### config.mk
export PLATFORM = sky130hd
export DESIGN_NAME = lge_ctrl
export DESIGN_NICKNAME = d
export VERILOG_FILES = /design/src/hw/rtl/lge_pkg.sv /design/src/hw/rtl/lge_ctrl.sv
export SDC_FILE = /design/constraint.sdc
export NUM_CORES = 1
export LEC_CHECK = 0
export BUFFER_PORTS_ARGS = -buffer_cell sky130_fd_sc_hd__buf_2
export CAP_MARGIN = 20
export CORE_AREA = 2 2 39 41
export CTS_BUF_LIST = sky130_fd_sc_hd__clkbuf_8
export DETAILED_ROUTE_END_ITERATION = 6
export DIE_AREA = 0 0 41 43
export PLACE_DENSITY = 0.56
export SLEW_MARGIN = 20
export SYNTH_ARGS = -nofsm -noshare
export SYNTH_HDL_FRONTEND = slang
export SYNTH_SLANG_ARGS = --single-unit
export TNS_END_PERCENT = 1
### constraint.sdc
create_clock -name clock -period 3.7 [get_ports clock]
set_input_delay 0.74 -clock clock [delete_from_list [all_inputs] [get_ports clock]]
set_output_delay 0.74 -clock clock [all_outputs]
set_load 0.02 [all_outputs]
### src/hw/rtl/lge_pkg.sv
// Shared types and constants for the life generation engine.
// No dependencies; used by every module of the block except lge_ram.
package lge_pkg;

   localparam int MAX_ROWS_DEF = 64;
   localparam int MAX_COLS_DEF = 64;
   localparam int CFG_W        = 7;
   localparam int CSR_IDX_W    = 2;
   localparam int DIM_RESET    = 64;

   localparam logic [1:0] CMD_WRITE = 2'd0;
   localparam logic [1:0] CMD_STEP  = 2'd1;
   localparam logic [1:0] CMD_READ  = 2'd2;

   localparam logic [CSR_IDX_W-1:0] CSR_ROWS = 2'd0;
   localparam logic [CSR_IDX_W-1:0] CSR_COLS = 2'd1;

   typedef struct packed {
      logic [1:0] cmd;
      logic [5:0] row;
      logic [5:0] col;
      logic       alive;
   } req_type;

   typedef struct packed {
      logic cell_state;
      logic out_of_range;
   } rsp_type;

   typedef enum logic [2:0] {
      OP_IDLE,
      OP_CLEAR,
      OP_ACCEPT,
      OP_CELL_WRITE,
      OP_CELL_READ,
      OP_STEP_PRIME,
      OP_STEP_ROW,
      OP_RESPOND
   } dp_op_type;

   typedef struct packed {
      logic rsp_free;
      logic clear_last;
      logic step_last;
   } dp_status_type;

endpackage

### src/hw/rtl/lge_ctrl.sv
// Sequencer for the life generation engine: clear pass, cell access, generation sweep.
// Depends on lge_pkg; drives lge_datapath through an op code.
module lge_ctrl (
   input  logic                  clock,
   input  logic                  reset,
   input  logic                  req_valid,
   input  lge_pkg::req_type      req_data,
   output logic                  req_stall,
   input  lge_pkg::dp_status_type status,
   output lge_pkg::dp_op_type    op
);

   typedef enum logic [2:0] {
      S_CLEAR,
      S_IDLE,
      S_WR,
      S_RD,
      S_PRIME,
      S_ROW,
      S_OUT
   } state_type;

   state_type state_ff, state_in;
   logic      req_stall_ff;

   always_comb begin
      state_in = state_ff;
      op       = lge_pkg::OP_IDLE;
      unique case (state_ff)
         S_CLEAR: begin
            op = lge_pkg::OP_CLEAR;
            if (status.clear_last) state_in = S_IDLE;
         end
         S_IDLE: begin
            if (req_valid && !req_stall_ff) begin
               op = lge_pkg::OP_ACCEPT;
               unique case (req_data.cmd)
                  lge_pkg::CMD_WRITE: state_in = S_WR;
                  lge_pkg::CMD_READ:  state_in = S_RD;
                  lge_pkg::CMD_STEP:  state_in = S_PRIME;
                  default:            state_in = S_OUT;
               endcase
            end
         end
         S_WR: begin
            op       = lge_pkg::OP_CELL_WRITE;
            state_in = S_OUT;
         end
         S_RD: begin
            op       = lge_pkg::OP_CELL_READ;
            state_in = S_OUT;
         end
         S_PRIME: begin
            op       = lge_pkg::OP_STEP_PRIME;
            state_in = S_ROW;
         end
         S_ROW: begin
            op = lge_pkg::OP_STEP_ROW;
            if (status.step_last) state_in = S_OUT;
         end
         S_OUT: begin
            if (status.rsp_free) begin
               op       = lge_pkg::OP_RESPOND;
               state_in = S_IDLE;
            end
         end
         default: state_in = S_CLEAR;
      endcase
   end

   always_ff @(posedge clock) begin
      if (reset) begin
         state_ff     <= S_CLEAR;
         req_stall_ff <= 1'b1;
      end else begin
         state_ff     <= state_in;
         req_stall_ff <= (state_in != S_IDLE);
      end
   end

   assign req_stall = req_stall_ff;

endmodule

==> metrics.md, run 1 <==
| Metric | Value |
|---|---|
| Hold Vio Cnt, Final | 0 |
| Max-slew headroom | 74.5% |
| DRC viols | 0 |
| Max-slew violation count | 0 |
| Gate Count Post-Synth | 39 |
| Worst-path clk slew | 0.03 ns |
| Reg power frac | 30.7% |
| Syn Area/Cell | 7.70 µm² |
| Clock buffer depth | 2 |
| Cell Count, Final, Fillers Out | 66 |
| Drt wl/cell | 9.33 µm |
| Post-route ant nets | 0 |
| Layout area overhead | 31.7% |
| Die Wd | 41 µm |
| First-pass GRT wire length | 924 µm |
| Initial antenna violation count | 0 |
| Flop2flop setup slack | 2.22 ns |
| Placed Instances | 63 |
| Req. time, crit path | 2.96 ns |
| Setup WS pre-CTS | 1.48 ns |
| Starting density of the core | 21.7% |
| Total number of vias | 307 |
| Netlist Area Pre-Place | 300 µm² |
| Final worst slack | 1.49 ns |
| Clk sink count | 4 |
| Post-DP HPWL | 476 µm |
| PD cells | 470 nW/µm² |
| Fin crit share | 59.6% |
| Worst Path Arrival | 1.47 ns |
| # Post-CTS Setup Buffers | 0 |
| Core ar. | 1380 µm² |
| Hold-fix buffers, CTS | 0 |
| Worst Clk Skew | 0.00394 ns |
| Crit path max fanout | 4 |
| Internal power | 0.137 mW |
| CP Launch Type | primary input |
| Slowest-stage cell, CP | nor2b_1 |
| Overflow after GRT | 0 |
| Vias per inst | 4.65 |
| Synth unique cells | 19 |
| Family with the most delay on the worst path | simple AND/OR/NAND/NOR gates |
| Most frequent cells in the layout | buf_2, nor2_1, nand2_1, a21oi_1, dfxtp_1 |
| Max-cap viol count | 0 |
| RSZ-0062 raised after global routing | false |
| DRT Pass-1 Iters | 4 |
| Syn Nets | 60 |
| Top post-synthesis cells by area | dfxtp_1, a21oi_1, nor2_1 |
| Vias in the first global route | 268 |
| Clock root buffer master | clkbuf_8 |
| CTS tree | yes |
| Sw frac | 26.4% |
| Min-delay src | req_stall |
| Sw power | 0.0491 mW |
| Combinational share of power | 21.2% |
| Max H-tree Level | 1 |
| Total Wirelength | 616 µm |
| Layout cell share with drive strength beyond 1 | 30.0% |
| Gr usage total | 8.03% |
| Cell taking the most area after synthesis | dfxtp_1 |
| Post-synthesis sequential area ratio | 26.7% |
| I/O pin count | 25 |
| Status | finished clean |
| First DRT Iteration DRCs | 6 |
| Most frequent cell on the critical path | buf_2 |
| Static leakage | 0.161 nW |
| Synth async-reset ratio | 0% |
| IR drop worst, VDD | 0.289 mV |
| Commonest non-fill, non-tap cell in the layout | buf_2 |
| Worst hold path type | register to register |
| Die area | 1760 µm² |
| Worst-margin pin slew | 0.382 ns |
| Placer congestion estimate | 0.803 |
| Area share of the largest cell type after synthesis | 26.7% |
| WHS Endpoint | state_ff[2] |
| FF-to-FF End | req_stall |
| Cts repair resizes | 0 |
| Synth warn | 0 |
| EDFF count, synth | 0 |
| Ys flop type | dfxtp_1 |
| # diodes | 0 |
| Final-report setup violation count | 0 |
| Clk_lat worst skew | 0.21 ns |
| Power share of the clock group | 48.1% |
| Inserted Clock Buffers | 3 |
| Pin count of the biggest net entering global routing | 12 |
| Cell chain of the critical path | buf_2 -> nor2b_1 -> nand2_1 -> a21oi_1 -> buf_2 |
| Setup crit end kind | primary output |
| Reg2Reg Depth | 3 |
| Hold path depth | 3 |
| CP Depth | 5 |
| Buf/Inv on CP | 2 |
| Critical path class | primary input to primary output |
| Setup TNS | 0 ns |
| Crit path time final | 2.21 ns |
| Maximum single-stage delay on the critical path | 0.26 ns |
| #FFs+latches synth | 4 |
| Fmax | 0.453 GHz |
| Num rows | 14 |
| NumNets Final | 73 |
| Die Ht | 43 µm |
| Port bufs | 11 |
| FF-to-FF Start | state_ff[0] |
## registers in the layout (all words and copies together) (netlist names)
register / flops
req_stall: 1
state_ff: 3
## synth_stat cells (2+ instances only)
cell      n
nor2b_1   2
nand3_1   2
nand2_1   4
nor2_1    5
a21oi_1   4
a31oi_1   2
buf_2     2
dfxtp_1   4
nand2b_1  2
o21ai_0   3
## worst max path at each step
| stage | end | slack (ns) | startpoint |
|---|---|---|---|
| 2_1_floorplan | op[1] | 1.59 | req_valid |
| 3_3_place_gp | op[1] | 1.48 | req_valid |
| 3_5_place_dp | op[1] | 1.48 | req_valid |
| 4_1_cts | op[1] | 1.47 | req_valid |
| 5_1_grt | op[1] | 1.40 | req_valid |
| 6_report | op[1] | 1.49 | req_valid |
## final cells by class
cell class / count / area (µm²)
fill: 150 / 988
multi-input combinational: 32 / 199
clock buffer: 3 / 41.3
timing repair buffer: 11 / 55.1
tap: 16 / 20.0
sequential: 4 / 80.1
## logic make-up (layout without fill, tap and decap cells)
group / after synthesis / in the layout / share of synthesized area [%]
AO/OA/AOI/OAI: 13 / 13 / 27.9
AND/OR/NAND/NOR: 18 / 18 / 35.0
flip-flops: 4 / 4 / 26.7
multiplexers: 1 / 1 / 3.33
buffers and inverters: 3 / 14 / 7.08
## per-layer routing
layer / share of wire, % / global-route usage, %
met2: 50 / 10.9
met4: 0 / 4.00
met1: 43 / 8.68
met3: 6.5 / 6.28
met5: 0 / 0
## power by group through the flow
stage | combinational (mW) | sequential, mW | clock [mW]
3_5_place_dp | 0.0396 | 0.0576 | 0
6_report | 0.0394 | 0.0572 | 0.0894
4_1_cts | 0.0398 | 0.0571 | 0.0921
2_1_floorplan | 0.0336 | 0.0531 | 0
3_3_place_gp | 0.0397 | 0.0581 | 0
5_1_grt | 0.0431 | 0.0583 | 0.0962
## tightest hold or removal path, delay by kind of cell, from the launching register on
| family | cells | cell delay, ns |
|---|---|---|
| flip-flops | 1 | 0.33 |
| AO/OA/AOI/OAI | 1 | 0.06 |
| AND/OR/NAND/NOR | 2 | 0.18 |
## per-stage QoR
stage	area (µm²)	power, mW	hold slack [ns]	util (%)
floorplan	300	0.0867	0.565	-
global placement	354	0.0978	0.607	25.6
detailed placement	354	0.0972	0.615	25.6
CTS	395	0.189	0.619	28.6
global route	395	0.198	0.661	28.6
finish	395	0.186	0.614	28.6
(Power assumes the default switching activity.)
==> run 2: changes to the inputs <==
--- a/config.mk
+++ b/config.mk
@@ -11,7 +11,7 @@
 export CTS_BUF_LIST = sky130_fd_sc_hd__clkbuf_8
 export DETAILED_ROUTE_END_ITERATION = 6
 export DIE_AREA = 0 0 41 43
-export PLACE_DENSITY = 0.56
+export PLACE_DENSITY = 0.58
 export SLEW_MARGIN = 20
 export SYNTH_ARGS = -nofsm -noshare
 export SYNTH_HDL_FRONTEND = slang
==> constraint.sdc (replaced) <==
create_clock -name clock -period 1.9 [get_ports clock]
set_input_delay 0.38 -clock clock [delete_from_list [all_inputs] [get_ports clock]]
set_output_delay 0.38 -clock clock [all_outputs]
set_load 0.02 [all_outputs]
==> run 2 against run 1 <==
Critical path type is now register to primary output; critical endpoint is now op[2]; clock power increased by 99%; critical path depth decreased by 1; largest power group unchanged; setup slack got worse by 1.2 ns; total power increased by 100%; sequential power increased by 85%.
==> metrics.md, run 2 (same netlist as run 1, synthesis figures left out) <==
| Metric | Value |
|---|---|
| Status | finished clean |
| Max-cap viol count | 0 |
| NumNets Final | 74 |
| Clk_lat worst skew | 0.22 ns |
| Met3 Use GR | 6.28% |
| Power share of the clock group | 47.8% |
| Fin crit share | 86.2% |
| Starting density of the core | 21.7% |
| Commonest non-fill, non-tap cell in the layout | buf_2 |
| Largest register by flop count | state_ff |
| Min-delay src | reset |
| DRC viols | 0 |
| First DRT Iteration DRCs | 5 |
| Worst-path clk slew | 0.03 ns |
| FF-to-FF End | req_stall |
| Crit path max fanout | 11 |
| Design Area, Final | 403 µm² |
| Die area | 1760 µm² |
| Final Power | 0.371 mW |
| Static leakage | 0.166 nW |
| Max FFs per register | 3 |
| DRT Pass-1 Iters | 4 |
| Hold Vio Cnt, Final | 0 |
| Reg power frac | 28.6% |
| Post-route ant nets | 0 |
| Final-report setup violation count | 0 |
| Crit path time final | 1.64 ns |
| Vias in the first global route | 243 |
| Worst-margin pin slew | 0.378 ns |
| Setup crit end kind | primary output |
| Overflow after GRT | 0 |
| Flop2flop setup slack | 0.55 ns |
| Critical path class | register to primary output |
| WHS Endpoint | state_ff[1] |
| Core ar. | 1380 µm² |
| Die Wd | 41 µm |
| Worst Clk Skew | 0.00322 ns |
| M1 GR Usage | 10.9% |
| Fmax | 0.610 GHz |
| Combinational share of power | 23.6% |
| Die Ht | 43 µm |
| Post-DP HPWL | 524 µm |
| Total Wirelength | 690 µm |
| Hold path depth | 2 |
| Pin count of the biggest net entering global routing | 12 |
| Max H-tree Level | 1 |
| Gr usage total | 9.14% |
| Max-slew headroom | 74.7% |
| Worst Path Arrival | 1.26 ns |
| Layout cell share with drive strength beyond 1 | 31.4% |
| Setup TNS | 0 ns |
| Placer congestion estimate | 0.799 |
| Clock buffer depth | 2 |
| Inserted Clock Buffers | 3 |
| First-pass GRT wire length | 1040 µm |
| Initial antenna violation count | 0 |
| CP Launch Type | register |
| GR peak layer | met2 |
| Clock root buffer master | clkbuf_8 |
| Max-slew violation count | 0 |
| Hold slack | 0.379 ns |
| Num rows | 14 |
| Hold-fix buffers, CTS | 0 |
| Drt wl/cell | 10.3 µm |
| Vias per inst | 4.78 |
| # diodes | 0 |
| Post-DP Area | 362 µm² |
| Clk sink count | 4 |
| Fin util | 29.1% |
| # Post-CTS Setup Buffers | 0 |
| Layout area overhead | 34.2% |
| CTS tree | yes |
| RSZ-0062 raised after global routing | false |
| Cts repair resizes | 0 |
| Sw frac | 27.2% |
| FF-to-FF Start | state_ff[0] |
| PD cells | 921 nW/µm² |
| Internal power | 0.270 mW |
| I/O pin count | 25 |
| Most frequent cells in the layout | buf_2, nor2_1, nand2_1, a21oi_1, dfxtp_1 |
| Reg2Reg Depth | 4 |
| IR drop worst, VDD | 0.355 mV |
| Sw power | 0.101 mW |
| Total number of vias | 320 |
| Met2 Track Usage GR | 12.2% |
| Req. time, crit path | 1.52 ns |
| Worst hold path type | primary input to register |
| Port bufs | 11 |
run 2: changes by cell type in the layout (fill, tap and decap cells not counted), sizes merged:
cell / delta
buf: +1
run 2: critical path: stages (launching register included):
cell and delay (ns):
dfxtp_1 0.54, nand2_1 0.12, nor2_1 0.17, nor2_1 0.06
buf_2 0.15
run 2: per-stage QoR:
step                      instances  setup WS, ns
after floorplan                  39         0.465
after global placement           64         0.429
after detailed placement         64         0.444
after CTS                        67         0.247
after global routing             67         0.153
final                            67         0.261
run 2: final cells by class:
cell class	count	area, µm²
clock buffer	3	41.3
fill	152	981
multi-input combinational	32	199
sequential	4	80.1
tap	16	20.0
timing repair buffer	12	62.6
run 2: worst max path at each step:
| stage | start | to | slack, ns | depth (start not counted) |
|---|---|---|---|---|
| final | state_ff[1] | op[2] | 0.26 | 4 |
| after global routing | state_ff[1] | op[2] | 0.15 | 4 |
| after CTS | state_ff[1] | op[1] | 0.25 | 4 |
| after detailed placement | req_valid | op[1] | 0.44 | 5 |
| after global placement | req_valid | op[1] | 0.43 | 5 |
| after floorplan | state_ff[2] | op[1] | 0.46 | 4 |
run 2: layer usage:
metal  part of all wire (%)  up-vias
li1                       -      165
met1                     42      145
met2                     51       10
met3                    7.1        0
met4                      0        0
met5                      0        -
run 2: power by group through the flow:
stage	clock, mW	sequential [mW]	combinational [mW]
2_1_floorplan	0	0.103	0.0654
3_3_place_gp	0	0.107	0.0877
3_5_place_dp	0	0.107	0.0882
4_1_cts	0.184	0.106	0.0885
5_1_grt	0.193	0.108	0.0958
6_report	0.178	0.106	0.0875
==> run 3: changes to the inputs <==
--- a/config.mk
+++ b/config.mk
@@ -5,12 +5,13 @@
 export SDC_FILE = /design/constraint.sdc
 export NUM_CORES = 1
 export LEC_CHECK = 0
-export BUFFER_PORTS_ARGS = -buffer_cell sky130_fd_sc_hd__buf_2
+export BUFFER_PORTS_ARGS = -buffer_cell sky130_fd_sc_hd__clkbuf_2
 export CAP_MARGIN = 20
 export CORE_AREA = 2 2 39 41
 export CTS_BUF_LIST = sky130_fd_sc_hd__clkbuf_8
 export DETAILED_ROUTE_END_ITERATION = 6
 export DIE_AREA = 0 0 41 43
+export MAX_ROUTING_LAYER = met4
 export PLACE_DENSITY = 0.58
 export SLEW_MARGIN = 20
 export SYNTH_ARGS = -nofsm -noshare
==> run 3 against run 2 <==
Utilization stayed put; total power is 0.63% lower; setup slack worse by 0.0043 ns; global-route usage is 0.34 points higher; critical endpoint is now op[1].
==> metrics.md, run 3 (same netlist as run 1, synthesis figures left out) <==
| Metric | Value |
|---|---|
| Status | finished clean |
| Max-cap viol count | 0 |
| Critical path class | register to primary output |
| Layout area overhead | 34.2% |
| Max FFs per register | 3 |
| Post-DP HPWL | 517 µm |
| Fillers | 151 |
| Worst-path clk slew | 0.03 ns |
| Crit path max fanout | 11 |
| Starting density of the core | 21.7% |
| # Post-CTS Setup Buffers | 0 |
| Port bufs | 11 |
| DRT Pass-1 Iters | 4 |
| WHS Endpoint | state_ff[1] |
| RSZ-0062 raised after global routing | false |
| NumNets Final | 74 |
| Area of the multi-input gates | 199 µm² |
| Final worst slack | 0.257 ns |
| First DRT Iteration DRCs | 11 |
| Clk sink count | 4 |
| Setup WS pre-CTS | 0.419 ns |
| Cell Count, Final, Fillers Out | 67 |
| Drt wl/cell | 10.0 µm |
| Pin count of the biggest net entering global routing | 12 |
| Crit path time final | 1.64 ns |
| Gr usage total | 9.47% |
| Vias in the first global route | 274 |
| Setup crit end kind | primary output |
| Die area | 1760 µm² |
| Core ar. | 1380 µm² |
| FF-to-FF End | req_stall |
| FF/Latch Area | 80.1 µm² |
| Die Ht | 43 µm |
| Vias per inst | 4.67 |
| Clk_lat worst skew | 0.21 ns |
| Hold path depth | 2 |
| Final-report setup violation count | 0 |
| Worst Clk Skew | 0.000575 ns |
| GR peak layer | met2 |
| PD cells | 915 nW/µm² |
| Met2 Track Usage GR | 14.1% |
| Num rows | 14 |
| Post-route ant nets | 0 |
| Max-slew violation count | 0 |
| M1 GR Usage | 11.3% |
| Clock root buffer master | clkbuf_8 |
| Flop2flop setup slack | 0.55 ns |
| Clock buffer depth | 2 |
| Initial antenna violation count | 0 |
| Worst Path Arrival | 1.26 ns |
| Cell chain of the critical path | nor3b_4 -> nand2_1 -> a21oi_1 -> clkbuf_2 |
| Met3 Use GR | 6.28% |
| CTS tree | yes |
| Hold Vio Cnt, Final | 0 |
| CP Launch Type | register |
| Reg2Reg Depth | 4 |
| Fin crit share | 86.5% |
| Total Wirelength | 673 µm |
| Min-delay src | reset |
| Maximum single-stage delay on the critical path | 0.41 ns |
| Largest register by flop count | state_ff |
| I/O pin count | 25 |
| Die Wd | 41 µm |
| Design Area, Final | 403 µm² |
| DRC viols | 0 |
| Worst-margin pin slew | 0.375 ns |
| Static leakage | 0.168 nW |
| Worst hold path type | primary input to register |
| First-pass GRT wire length | 1110 µm |
| Total number of vias | 313 |
| Placer congestion estimate | 0.794 |
| FF-to-FF Start | state_ff[0] |
| Setup TNS | 0 ns |
| Overflow after GRT | 0 |
| Inserted Clock Buffers | 3 |
| Hold-fix buffers, CTS | 0 |
| # diodes | 0 |
| Post-DP Area | 362 µm² |
| Placed Instances | 64 |
| Commonest non-fill, non-tap cell in the layout | clkbuf_2 |
| Max H-tree Level | 1 |
| Cts repair resizes | 0 |
| Req. time, crit path | 1.52 ns |
| Max-slew headroom | 74.9% |
| Slowest-stage cell, CP | dfxtp_1 |
| IR drop worst, VDD | 0.567 mV |
| Layout cell share with drive strength beyond 1 | 31.4% |
| Most frequent cells in the layout | clkbuf_2, nor2_1, nand2_1, a21oi_1, dfxtp_1 |
| Fmax | 0.609 GHz |
run 3: where the power goes:
| part | switching (mW) | internal (mW) |
|---|---|---|
| registers | 0.0119 | 0.0938 |
| logic | 0.0467 | 0.0414 |
| clock network | 0.0402 | 0.135 |
run 3: metrics by stage:
| stage | power (mW) | hold WS (ns) | util (%) |
|---|---|---|---|
| floorplan | 0.169 | 0.449 | - |
| global placement | 0.195 | 0.607 | 26.1 |
| detailed placement | 0.195 | 0.605 | 26.1 |
| CTS | 0.377 | 0.381 | 29.1 |
| global route | 0.397 | 0.390 | 29.1 |
| finish | 0.369 | 0.389 | 29.1 |
run 3: worst max-delay path by stage:
stage	start	endpoint	slack, ns	depth (start not counted)
3_3_place_gp	req_valid	op[1]	0.41	5
5_1_grt	state_ff[1]	op[1]	0.16	4
4_1_cts	state_ff[1]	op[1]	0.24	4
2_1_floorplan	state_ff[2]	op[1]	0.46	4
6_report	state_ff[1]	op[1]	0.26	4
3_5_place_dp	req_valid	op[1]	0.42	5
run 3: cell type report:
| cell class | count | share of cell area (%) |
|---|---|---|
| Multi-Input combinational cell | 32 | 49.4 |
| Tap cell | 16 | 4.97 |
| Clock buffer | 3 | 10.2 |
| Sequential cell | 4 | 19.9 |
| Timing Repair Buffer | 12 | 15.5 |
run 3: worst max-delay path, delay by kind of cell (launching register included):
| kind | cells | cell delay (ns) |
|---|---|---|
| buf+inv | 1 | 0.18 |
| flops | 1 | 0.41 |
| compound gates | 1 | 0.13 |
| simple gates | 2 | 0.34 |
run 3: metal layers:
metal | wire, µm | vias to the layer above
met1 | 284 | 137
met3 | 37 | 0
met4 | 0 | 0
li1 | - | 166
met5 | 0 | -
met2 | 351 | 10
